--- config.mk ---
export PLATFORM = sky130hd
export DESIGN_NAME = pnc_ctrl
export DESIGN_NICKNAME = d
export VERILOG_FILES = /design/src/pnc_pkg.sv /design/src/pnc_ctrl.sv
export SDC_FILE = /design/constraint.sdc
export NUM_CORES = 1
export LEC_CHECK = 0
export BUFFER_PORTS_ARGS = -buffer_cell sky130_fd_sc_hd__buf_4
export CORE_AREA = 2 2 69 45
export CTS_CLUSTER_DIAMETER = 80
export DETAILED_ROUTE_END_ITERATION = 10
export DIE_AREA = 0 0 71 47
export PLACE_DENSITY = 0.68
export SETUP_SLACK_MARGIN = 0.05
export SLEW_MARGIN = 20
export SYNTH_ARGS = -nofsm -noshare
export SYNTH_HDL_FRONTEND = slang
export SYNTH_SLANG_ARGS = --single-unit
--- constraint.sdc ---
create_clock -name i_clk -period 2 [get_ports i_clk]
set_clock_uncertainty 0.2 [all_clocks]
set_input_delay 0.2 -clock i_clk [delete_from_list [all_inputs] [get_ports i_clk]]
set_output_delay 0.2 -clock i_clk [all_outputs]
set_load 0.02 [all_outputs]
--- src/pnc_pkg.sv ---
// ----------------------------------------------------------------------------
// pnc_pkg: shared types and constants of the pixel nonlinearity correction
// Item commands, multiply sequencer step codes and the control/status bundles
// that pass between the controller and the datapath.
// ----------------------------------------------------------------------------
`default_nettype none

package pnc_pkg;

    // Item commands
    localparam logic CMD_LOAD   = 1'b0;
    localparam logic CMD_SAMPLE = 1'b1;

    // Multiplier A operand selects
    localparam logic [2:0] A_MV  = 3'd0;
    localparam logic [2:0] A_RS0 = 3'd1;
    localparam logic [2:0] A_RS1 = 3'd2;
    localparam logic [2:0] A_RC0 = 3'd3;
    localparam logic [2:0] A_RC1 = 3'd4;

    // Multiplier B operand selects
    localparam logic [2:0] B_MV   = 3'd0;
    localparam logic [2:0] B_M2_0 = 3'd1;
    localparam logic [2:0] B_M2_1 = 3'd2;
    localparam logic [2:0] B_M3_0 = 3'd3;
    localparam logic [2:0] B_M3_1 = 3'd4;
    localparam logic [2:0] B_M3_2 = 3'd5;

    // Product destinations
    localparam logic [2:0] D_NONE   = 3'd0;
    localparam logic [2:0] D_M2     = 3'd1;
    localparam logic [2:0] D_M3_SET = 3'd2;
    localparam logic [2:0] D_M3_ADD = 3'd3;
    localparam logic [2:0] D_ACC    = 3'd4;

    // Which correction term an accumulator product belongs to
    localparam logic TERM_SQ = 1'b0;
    localparam logic TERM_CU = 1'b1;

    localparam int MAC_STEPS = 15;
    localparam int STEP_W    = 4;

    typedef struct packed {
        logic [2:0] a_sel;
        logic [2:0] b_sel;
        logic [2:0] dest;
        logic [1:0] limb;
        logic       term;
    } t_mac_cmd;

    localparam t_mac_cmd MAC_NOP = '{A_MV, B_MV, D_NONE, 2'd0, TERM_SQ};

    typedef struct packed {
        logic     latch;
        logic     div_start;
        logic     div_sel_c;
        logic     store_sq;
        logic     store_cu;
        t_mac_cmd mac;
        logic     out_load;
    } t_dp_cmd;

    typedef struct packed {
        logic div_done;
    } t_dp_status;

    // Schedule of the sample computation. The square is formed first, then
    // the cube, then the partial products of both correction terms. One idle
    // step lets the square settle, and the last one drains the product stage.
    function automatic t_mac_cmd mac_step(input logic [STEP_W-1:0] step);
        t_mac_cmd m;
        m = MAC_NOP;
        case (step)
            4'd0:    m = '{A_MV,  B_MV,   D_M2,     2'd0, TERM_SQ};
            4'd2:    m = '{A_MV,  B_M2_0, D_M3_SET, 2'd0, TERM_SQ};
            4'd3:    m = '{A_MV,  B_M2_1, D_M3_ADD, 2'd1, TERM_SQ};
            4'd4:    m = '{A_RS0, B_M2_0, D_ACC,    2'd0, TERM_SQ};
            4'd5:    m = '{A_RS0, B_M2_1, D_ACC,    2'd1, TERM_SQ};
            4'd6:    m = '{A_RS1, B_M2_0, D_ACC,    2'd1, TERM_SQ};
            4'd7:    m = '{A_RS1, B_M2_1, D_ACC,    2'd2, TERM_SQ};
            4'd8:    m = '{A_RC0, B_M3_0, D_ACC,    2'd0, TERM_CU};
            4'd9:    m = '{A_RC0, B_M3_1, D_ACC,    2'd1, TERM_CU};
            4'd10:   m = '{A_RC0, B_M3_2, D_ACC,    2'd2, TERM_CU};
            4'd11:   m = '{A_RC1, B_M3_0, D_ACC,    2'd1, TERM_CU};
            4'd12:   m = '{A_RC1, B_M3_1, D_ACC,    2'd2, TERM_CU};
            4'd13:   m = '{A_RC1, B_M3_2, D_ACC,    2'd3, TERM_CU};
            default: m = MAC_NOP;
        endcase
        return m;
    endfunction

endpackage

`default_nettype wire

--- src/pnc_ctrl.sv ---
// ----------------------------------------------------------------------------
// pnc_ctrl: controller of the pixel nonlinearity correction
// Accepts items, runs the two ratio divisions of a load or the multiply
// schedule of a sample, and owns the valid flag of the result register.
// ----------------------------------------------------------------------------
`default_nettype none

module pnc_ctrl
    import pnc_pkg::*;
(
    input  wire logic       i_clk,
    input  wire logic       i_rst_n,
    input  wire logic       i_valid,
    output logic            o_ready,
    input  wire logic       i_cmd,
    output logic            o_out_valid,
    input  wire logic       i_out_ready,
    output t_dp_cmd         o_dp_cmd,
    input  wire t_dp_status i_dp_status
);

    localparam logic [2:0] S_IDLE      = 3'd0;
    localparam logic [2:0] S_DIV_B_GO  = 3'd1;
    localparam logic [2:0] S_DIV_B_RUN = 3'd2;
    localparam logic [2:0] S_DIV_C_GO  = 3'd3;
    localparam logic [2:0] S_DIV_C_RUN = 3'd4;
    localparam logic [2:0] S_MUL       = 3'd5;
    localparam logic [2:0] S_RES       = 3'd6;

    logic [2:0]        r_state, n_state;
    logic [STEP_W-1:0] r_step, n_step;
    logic              r_out_valid, n_out_valid;

    always_comb begin
        n_state     = r_state;
        n_step      = r_step;
        n_out_valid = r_out_valid && !i_out_ready;
        o_dp_cmd    = '0;
        o_dp_cmd.mac = MAC_NOP;
        case (r_state)
            S_IDLE: begin
                if (i_valid) begin
                    o_dp_cmd.latch = 1'b1;
                    n_step         = '0;
                    n_state        = (i_cmd == CMD_LOAD) ? S_DIV_B_GO : S_MUL;
                end
            end
            S_DIV_B_GO: begin
                o_dp_cmd.div_start = 1'b1;
                n_state            = S_DIV_B_RUN;
            end
            S_DIV_B_RUN: begin
                if (i_dp_status.div_done) begin
                    o_dp_cmd.store_sq = 1'b1;
                    n_state           = S_DIV_C_GO;
                end
            end
            S_DIV_C_GO: begin
                o_dp_cmd.div_start = 1'b1;
                o_dp_cmd.div_sel_c = 1'b1;
                n_state            = S_DIV_C_RUN;
            end
            S_DIV_C_RUN: begin
                if (i_dp_status.div_done) begin
                    o_dp_cmd.store_cu = 1'b1;
                    n_state           = S_IDLE;
                end
            end
            S_MUL: begin
                o_dp_cmd.mac = mac_step(r_step);
                if (r_step == STEP_W'(MAC_STEPS - 1)) begin
                    n_state = S_RES;
                end else begin
                    n_step = r_step + STEP_W'(1);
                end
            end
            S_RES: begin
                // Hold the result until the output register is free.
                if (!r_out_valid || i_out_ready) begin
                    o_dp_cmd.out_load = 1'b1;
                    n_out_valid       = 1'b1;
                    n_state           = S_IDLE;
                end
            end
            default: begin
                n_state = S_IDLE;
            end
        endcase
    end

    always_ff @(posedge i_clk) begin
        if (!i_rst_n) begin
            r_state     <= S_IDLE;
            r_step      <= '0;
            r_out_valid <= 1'b0;
        end else begin
            r_state     <= n_state;
            r_step      <= n_step;
            r_out_valid <= n_out_valid;
        end
    end

    assign o_ready     = (r_state == S_IDLE);
    assign o_out_valid = r_out_valid;

endmodule

`default_nettype wire

==> results.md, run 1 <==
Outcome:
- The flow ran to the end, but the final reports show violations.
- The checks that failed: setup timing.

Yosys:
- The fraction of registers with async set/reset is 0%.
- The proportion of synthesized chip area in sequential cells is 35.0%.
- The cell taking the most area after synthesis is sky130_fd_sc_hd__dfxtp_1.
- The number of library cell types mapped by synthesis is 39.
- The share of Yosys cell area claimed by the top area cell type is a little over a third.
- The synthesized instance count is about 130.
- After synthesis, the cell types taking the most area are sky130_fd_sc_hd__dfxtp_1, sky130_fd_sc_hd__and2_1, sky130_fd_sc_hd__ha_1.
- The primary flip-flop cell chosen by synthesis mapping is sky130_fd_sc_hd__dfxtp_1.
- The mapped netlist covers ~1100 sq um.
- The synthesized design contains 0 enable-type register cells.
- The number of nets handed over by synthesis was roughly 140.
- The count of synthesis-stage warnings from yosys is 0.
- In this run, synthesis produced a sequential element count of 20.
- The average instance in the mapped netlist occupies 8.74 sq um.

Placement:
- In this run the tool buffered the top-level ports with 25 buffer cells.
- The detailed-placement wirelength estimate is roughly 2100 um.
- Timing analysis after detailed placement gives a worst setup slack of -0.184 ns.
- The final RePlAce weighted congestion is 0.859.

Clocking:
- After clock tree synthesis, the clock-pin slew on the worst setup and hold paths is 0.07 ns.
- TritonCTS built the clock tree.
- In this run the number of H-tree levels came out at 1.
- The clock latency reported for the late side of the worst-skew pair is roughly 0.26 ns.
- The tree built by TritonCTS fans out to 20 sinks.
- The CTS buffer count is 3.
- The number of hold buffers added after CTS was 0.
- The root buffer cell is sky130_fd_sc_hd__clkbuf_8.
- The maximum buffer depth of the clock tree is 2.

Pwr:
- Of the total power, the clock network draws between 20% and 30%.
- The worst ir drop on vdd is around 0.00064 V.
- The internal cell power is between 0.001 and 0.0015 W.
- The sequential share of power is about 29%.
- Combinational logic is responsible for about 46% of the overall power.
- The share of total power consumed by net switching is 32.4%.
- The switching power of the nets is between 0.0005 and 0.0006 W.
- The total power per unit cell area is between 800 and 900 nW/um^2.
- Total power for the finished layout comes to about 0.0016 W.
- The reported leakage power is 0.834 nW.

Critical path:
- Of all nets on the critical path, the largest fanout is 4.
- The number of cells on the worst reg-to-reg path is 9.
- The worst setup path is launched from a flip-flop.
- STA classifies the critical path endpoint as a flip-flop.
- By startpoint and endpoint, the worst setup path is classified as flip-flop to flip-flop.
- The reg2reg setup slack is -0.17 ns.
- On the critical path the largest part of the delay comes from simple AND/OR/NAND/NOR gates.
- In this run the critical register-to-register path is launched from r_state[2].
- The largest incremental delay on the critical path is between 0.3 and 0.4 ns.
- The required time at the worst-slack endpoint is a little under 2 ns.
- Traced cell by cell, the critical path runs through nand2b_4 > or3_4 > clkinv_4 > a21oi_4 > mux2_4 > ha_4 > inv_2 > mux2i_1 > a22oi_1.
- The cell at the slowest stage of the critical path is sky130_fd_sc_hd__or3_4.
- STA puts the critical path data arrival time at 2.12 ns.
- The number of buffers and inverters on the critical path is 2.

GRT:
- The via count of the first global-routing pass is about 1,000.
- The initial antenna violation count is 0.
- The total global-route track usage is 19.1%.
- The first global-routing pass estimated 4790 um of wire.
- Entering global routing, the biggest net connects 13 pins.
- The aggregate global routing overflow is 0.

Timing:
- The worst pin sits at a relative slew slack of between 70% and 80%.
- In the post-route analysis, the smallest setup slack over all paths is -0.171 ns.
- Setup violations remaining at the end of the flow were counted as 12.
- After layout, the minimum clock period comes to 2.17 ns.
- The total count of max-transition violations in the final report is 0.
- Of the available clock period, the critical path in the final layout requires 109%.
- The hold violation count in the final report came to 0.
- For the final routed database, the setup TNS stands at -1.38 ns.
- Setup repair after global routing could not meet its margin everywhere.
- Timing would allow up to ~460 MHz.
- The transition time of the tightest slew-check pin is between 0.4 and 0.5 ns.

Worst hold path:
- The worst hold path begins at i_rst_n.
- The worst hold path belongs to the class input pin to flip-flop.
- For hold timing, the worst endpoint is r_state[1].
- The instance count along the most critical hold path is 3.

Cells and area:
- The post-route netlist has about half of its cells at a drive strength greater than 1.
- The layout overhead on the synthesized area is 57.6%.
- The number of antenna cells inserted is 0.
- At the end of the flow, the number of nets in the layout was roughly 200.
- At the end of the flow the core is filled with cells to 66.3%.

Route:
- In the detailed route, the total length drawn on met2 is roughly 1400 um.
- The via-per-instance ratio is 4.97.
- The routed layout has 1,118 vias.
- The first TritonRoute pass finished after 4 iterations.
- In the detailed route, the total length drawn on met3 is around 170 um.
- The routed wire length is 3010 um.
- The uppermost layer routed is met4.
- The remaining antenna violation count is 0.
- For this run, design rule violations remaining after detail routing come to 0.
- The routed wirelength normalized by instance count is between 10 and 15 um.
- The detailed router put a total of about 1400 um of wire on met1.
- After the first detailed-routing iteration, the DRC count stood at 49.

Floorplan:
- In this run the count of I/O pins placed on the die edge is 26.
- The die is roughly 47 um tall.
- The die covers approximately 3300 sq um.
- The floorplan has 15 rows.
- The core region is roughly 2700 sq um.
- Once the floorplan was initialized, standard cells occupied between 40% and 50% of the core.
- Measured along the x axis, the die boundary spans approximately 70 um.

Flow run:
- The count of max-cap constraint violations is 0.
cells in the final DEF, fill, tap and decap left out, drive strengths merged, types with 2 or more instances in the layout:
| cell | netlist | layout |
|---|---|---|
| or3 | 2 | 2 |
| o21ai | 4 | 4 |
| ha | 6 | 6 |
| clkbuf | 1 | 3 |
| buf | 6 | 62 |
| and2 | 14 | 14 |
| dfxtp | 20 | 20 |
| inv | 11 | 11 |
| mux2i | 3 | 3 |
| nand3 | 9 | 9 |
| a21oi | 9 | 9 |
| nor3 | 7 | 7 |
| nand2b | 5 | 5 |
| nand2 | 8 | 8 |
| nor2 | 6 | 6 |
| o22ai | 3 | 3 |
| nand3b | 3 | 3 |
power groups by stage:
stage,Combinational [W],Clock [W],Sequential [W]
after floorplan,0.000381,0,0.000457
after global placement,0.000610,0,0.000462
after detailed placement,0.000617,0,0.000464
after CTS,0.000697,0.000409,0.000458
after global routing,0.000796,0.000430,0.000462
final,0.000742,0.000403,0.000460
final cells by class:
| cell class | count | area, sq um |
|---|---|---|
| clock buffer | 3 | 41.3 |
| clock inverter | 1 | 30.0 |
| fill | 215 | 917 |
| inverter | 12 | 52.6 |
| multi-input combinational | 92 | 739 |
| sequential | 20 | 402 |
| tap | 34 | 42.5 |
| timing repair buffer | 62 | 489 |
| timing repair inverter | 1 | 7.51 |
per-layer routing:
| metal | up-vias | track usage (%) |
|---|---|---|
| met1 | 521 | 23.5 |
| li1 | 564 | - |
| met4 | 0 | 5.66 |
| met5 | - | 0 |
| met2 | 29 | 32.0 |
| met3 | 4 | 7.51 |
synth_stat cells, types with 3 or more instances:
master	instances
sky130_fd_sc_hd__dfxtp_1	20
sky130_fd_sc_hd__and2_1	14
sky130_fd_sc_hd__nand3_1	9
sky130_fd_sc_hd__a21oi_1	8
sky130_fd_sc_hd__inv_1	8
sky130_fd_sc_hd__nand2_1	8
sky130_fd_sc_hd__nor3_1	7
sky130_fd_sc_hd__ha_1	6
sky130_fd_sc_hd__nor2_1	6
sky130_fd_sc_hd__buf_2	4
sky130_fd_sc_hd__nand2b_1	4
sky130_fd_sc_hd__mux2i_1	3
sky130_fd_sc_hd__nand3b_1	3
timing repair:
item,CTS,global route
gates resized for setup,7,12
buffers inserted,8,2
endpoints found under the setup margin,12,21
pin swaps,3,8
cloned,0,1
metrics by stage:
stage,area (sq um),std cells,hold WS (ns)
after detailed placement,1540,210,0.297
after global placement,1540,210,0.294
after floorplan,1160,131,0.282
after global routing,1800,225,0.0689
after CTS,1720,222,0.0299
final,1800,225,0.0365
worst min-delay path, delay by kind of cell:
| kind | cells | cell delay, ns |
|---|---|---|
| AND/OR/NAND/NOR | 1 | 0.10 |
| buffers and inverters | 2 | 0.16 |
cell families (layout without fill, tap and decap cells):
logic type	Yosys count	after routing	share of synthesized area [%]
simple gates	58	58	28.6
compound gates	24	24	17.3
fa+ha+maj	6	6	6.56
flops	20	20	35.0
mux	4	4	3.93
buf+inv	19	79	8.63
worst max-delay path by stage:
stage	start	endpoint	slack, ns	cells past startpoint
2_1_floorplan	r_state[2]	flip-flop	-0.21	10
3_3_place_gp	r_state[2]	flip-flop	-0.16	9
3_5_place_dp	r_step[0]	flip-flop	-0.18	9
4_1_cts	r_state[2]	flip-flop	-0.15	9
5_1_grt	r_state[2]	flip-flop	-0.26	9
6_report	r_state[2]	flip-flop	-0.17	9
Note: power is estimated with default switching activity, not from simulation.
==> inputs of run 2 (changes only) <==
Settings changed: BUFFER_PORTS_ARGS -buffer_cell sky130_fd_sc_hd__buf_4 to -buffer_cell sky130_fd_sc_hd__buf_2.
==> results.md, run 2 (synthesis results as in run 1) <==
Cells and area:
- The number of antenna cells inserted is 0.
- After routing the design area is ~1700 sq um.
- The non-filler instance count after layout is 223.
- The net total in the final layout is ~200.
- The share of cells above drive strength 1 is between 40 and 50%.
- Compared with the post-synthesis result, the final layout area differs by 45.9%.
- The most frequent standard cell in the layout excluding fill and tap cells is sky130_fd_sc_hd__buf_4.
- The top cell types in the final layout, fill and taps aside, are sky130_fd_sc_hd__buf_4, sky130_fd_sc_hd__buf_2, sky130_fd_sc_hd__dfxtp_1, sky130_fd_sc_hd__and2_1.

Clocking:
- The clock-pin slew reported for the worst setup and hold paths after clock tree synthesis is approximately 0.080 ns.
- The maximum buffer depth of the clock tree is 2.
- In this run the number of H-tree levels came out at 1.
- Counting the buffers created by CTS gives 3.
- The clock net in this run drives a total of 20 sinks.
- The TritonCTS clock tree is yes.
- For the worst-skew pair, the clock arrives at the later sink with an insertion delay of between 0.2 and 0.3 ns.
- In this run the clock root is driven by a sky130_fd_sc_hd__clkbuf_8.

Critical path:
- The critical path crosses 9 cells after its start point.
- The count of buffer and inverter cells on the critical path is 2.
- The critical path class is flip-flop to flip-flop.
- The worst setup path is launched from a flip-flop.
- The biggest fanout along the worst timing path is 5.
- In this run the critical register-to-register path is launched from r_state[2].
- Among all stages on the critical path, the largest delay is contributed by sky130_fd_sc_hd__or3_4.
- The required time at the worst-slack endpoint is just under 2 ns.
- The worst endpoint data arrival time is 2.19 ns.
- The startpoint of the worst setup timing path is r_state[2].
- The nature of the critical path endpoint is a flip-flop.
- On the critical path the largest part of the delay comes from simple AND/OR/NAND/NOR gates.
- The critical path goes through nand2b_4 > or3_4 > clkinv_4 > a21oi_4 > mux2_4 > ha_4 > inv_2 > mux2i_1 > a22oi_1.
- The worst register-to-register path has a setup slack of -0.24 ns.
- On the worst path, the slowest cell contributes a delay of between 0.3 and 0.4 ns.
- The number of cells on the worst reg-to-reg path is 9.

GRT:
- The aggregate global routing overflow is 0.
- The via count of the first global-routing pass was approximately 930.
- The initial antenna violation count came to 0.
- The total global-route track usage is between 10% and 20%.
- Entering global routing, the biggest net connects 13 pins.
- The first global-routing pass estimated ~4200 um of wire.

Placement:
- The instance area at placement is ~1500 sq um.
- The count of buffers added on input and output ports is 25.
- The final RePlAce weighted congestion is around 0.9.
- Once placement completed, the tool counted placed cells totaling 210.
- The setup slack after placement is -0.209 ns.
- The detailed-placement wirelength estimate is around 2000 um.

Worst hold path:
- The worst min-delay path class is input pin to flip-flop.

Floorplan:
- For this configuration, the core starts out at a cell density of between 40% and 50%.
- The number of standard-cell rows in the floorplan is 15.
- The width of the die is 71 um.
- From bottom edge to top edge, the die measures 47 um.
- 26 I/O pins were placed.
- In this run the standard cell core region covers between 2000 and 3000 sq um.
- The die covers between 3000 and 4000 sq um.

Timing:
- The total count of max-transition violations in the final report was 0.
- Setup repair after global routing could not meet its margin everywhere.
- After layout, the worst path uses 112% of the clock period.
- After routing, the total negative slack on setup checks comes to -1.71 ns.
- The final critical-path required period is 2.24 ns.
- Derived from the worst setup path, the maximum achievable clock frequency is around 450 MHz.
- At the pin with the least slew margin, the transition time is between 0.3 and 0.4 ns.
- The worst setup slack after layout is -0.244 ns.
- The number of setup violations in the final report is 13.
- Headroom to the max-slew limit came out at 75.9%.
- The hold violation count in the final report is 0.

Route:
- The detailed-router iteration count before antenna repair is 4.
- After detailed routing, the total wire length is between 2000 and 3000 um.
- After detailed routing, the number of remaining DRC violations is 0.
- The total vias in the final route is ~1,100.
- The remaining antenna violation count is 0.
- After detailed routing, the average wire length per cell comes to 13.2 um.
- The iteration-0 DRC count of the detailed router is 34.
- After detailed routing, the number of vias per cell comes to a little under 5.

Pwr:
- The total power per unit cell area is a little under 900 nW/um^2.
- Summed over all cells, the static leakage comes to roughly 0.8 nW.
- Across the VDD grid, the largest voltage drop is 0.000315 V.
- Total power for the finished layout comes to around 0.0015 W.

Flow run:
- The count of max-cap constraint violations is 0.

Outcome:
- The flow ran to the end, but the final reports show violations.
- The final reports fail on setup timing.
[run 2: cell types whose count changed in the layout (fill, tap and decap cells not counted), sizes merged]
cell,change
buf,-2
[run 2: report_power, final]
group	internal (W)	switching, W
combinational	0.000287	0.000328
sequential	0.000430	0.0000314
clock	0.000267	0.000143
total	0.000985	0.000503
[run 2: layout make-up]
class,instances,area (sq um)
Multi-Input combinational cell,92,701
Sequential cell,20,402
Clock inverter,1,30.0
Timing Repair Buffer,60,392
Fill cell,242,1050
Clock buffer,3,41.3
Inverter,12,55.1
Timing Repair inverter,1,7.51
Tap cell,34,42.5
[run 2: worst min-delay path by stage]
stage | slack (ns) | from | cells past startpoint | endpoint
3_3_place_gp | 0.37 | i_rst_n | 4 | o_out_valid
5_1_grt | 0.14 | i_rst_n | 4 | o_out_valid
4_1_cts | 0.10 | i_rst_n | 4 | r_state[1]
2_1_floorplan | 0.28 | i_out_ready | 3 | o_out_valid
3_5_place_dp | 0.37 | i_rst_n | 4 | r_state[1]
6_report | 0.10 | i_rst_n | 4 | r_state[1]
[run 2: worst register-to-register path: cells and delay by family, from the launching register on]
family / cells / cell delay (ns)
flops: 1 / 0.35
buf+inv: 2 / 0.11
fa+ha+maj: 1 / 0.31
simple gates: 2 / 0.50
mux: 2 / 0.50
compound gates: 2 / 0.15
[run 2: per-stage QoR]
stage	utilization (%)	hold WS [ns]
6_report	61.4	0.105
5_1_grt	61.4	0.141
4_1_cts	60.4	0.104
3_5_place_dp	54.4	0.374
3_3_place_gp	54.4	0.371
2_1_floorplan	-	0.282
[run 2: timing repair]
item / in CTS / in global routing
resized for setup: 9 / 2
hold buffers: 0 / 0
gates cloned: 0 / 1
endpoints found under the hold margin: 0 / 0
endpoints found under the setup margin: 12 / 18
pin swaps: 3 / 2
buffers inserted: 6 / 2
[run 2: layer usage]
metal	track usage, %	vias to the layer above	share of wire (%)
met1	21.8	502	48
met5	0	-	0
met2	27.9	26	46
met4	1.13	0	0
li1	-	559	-
met3	5.15	0	5.6
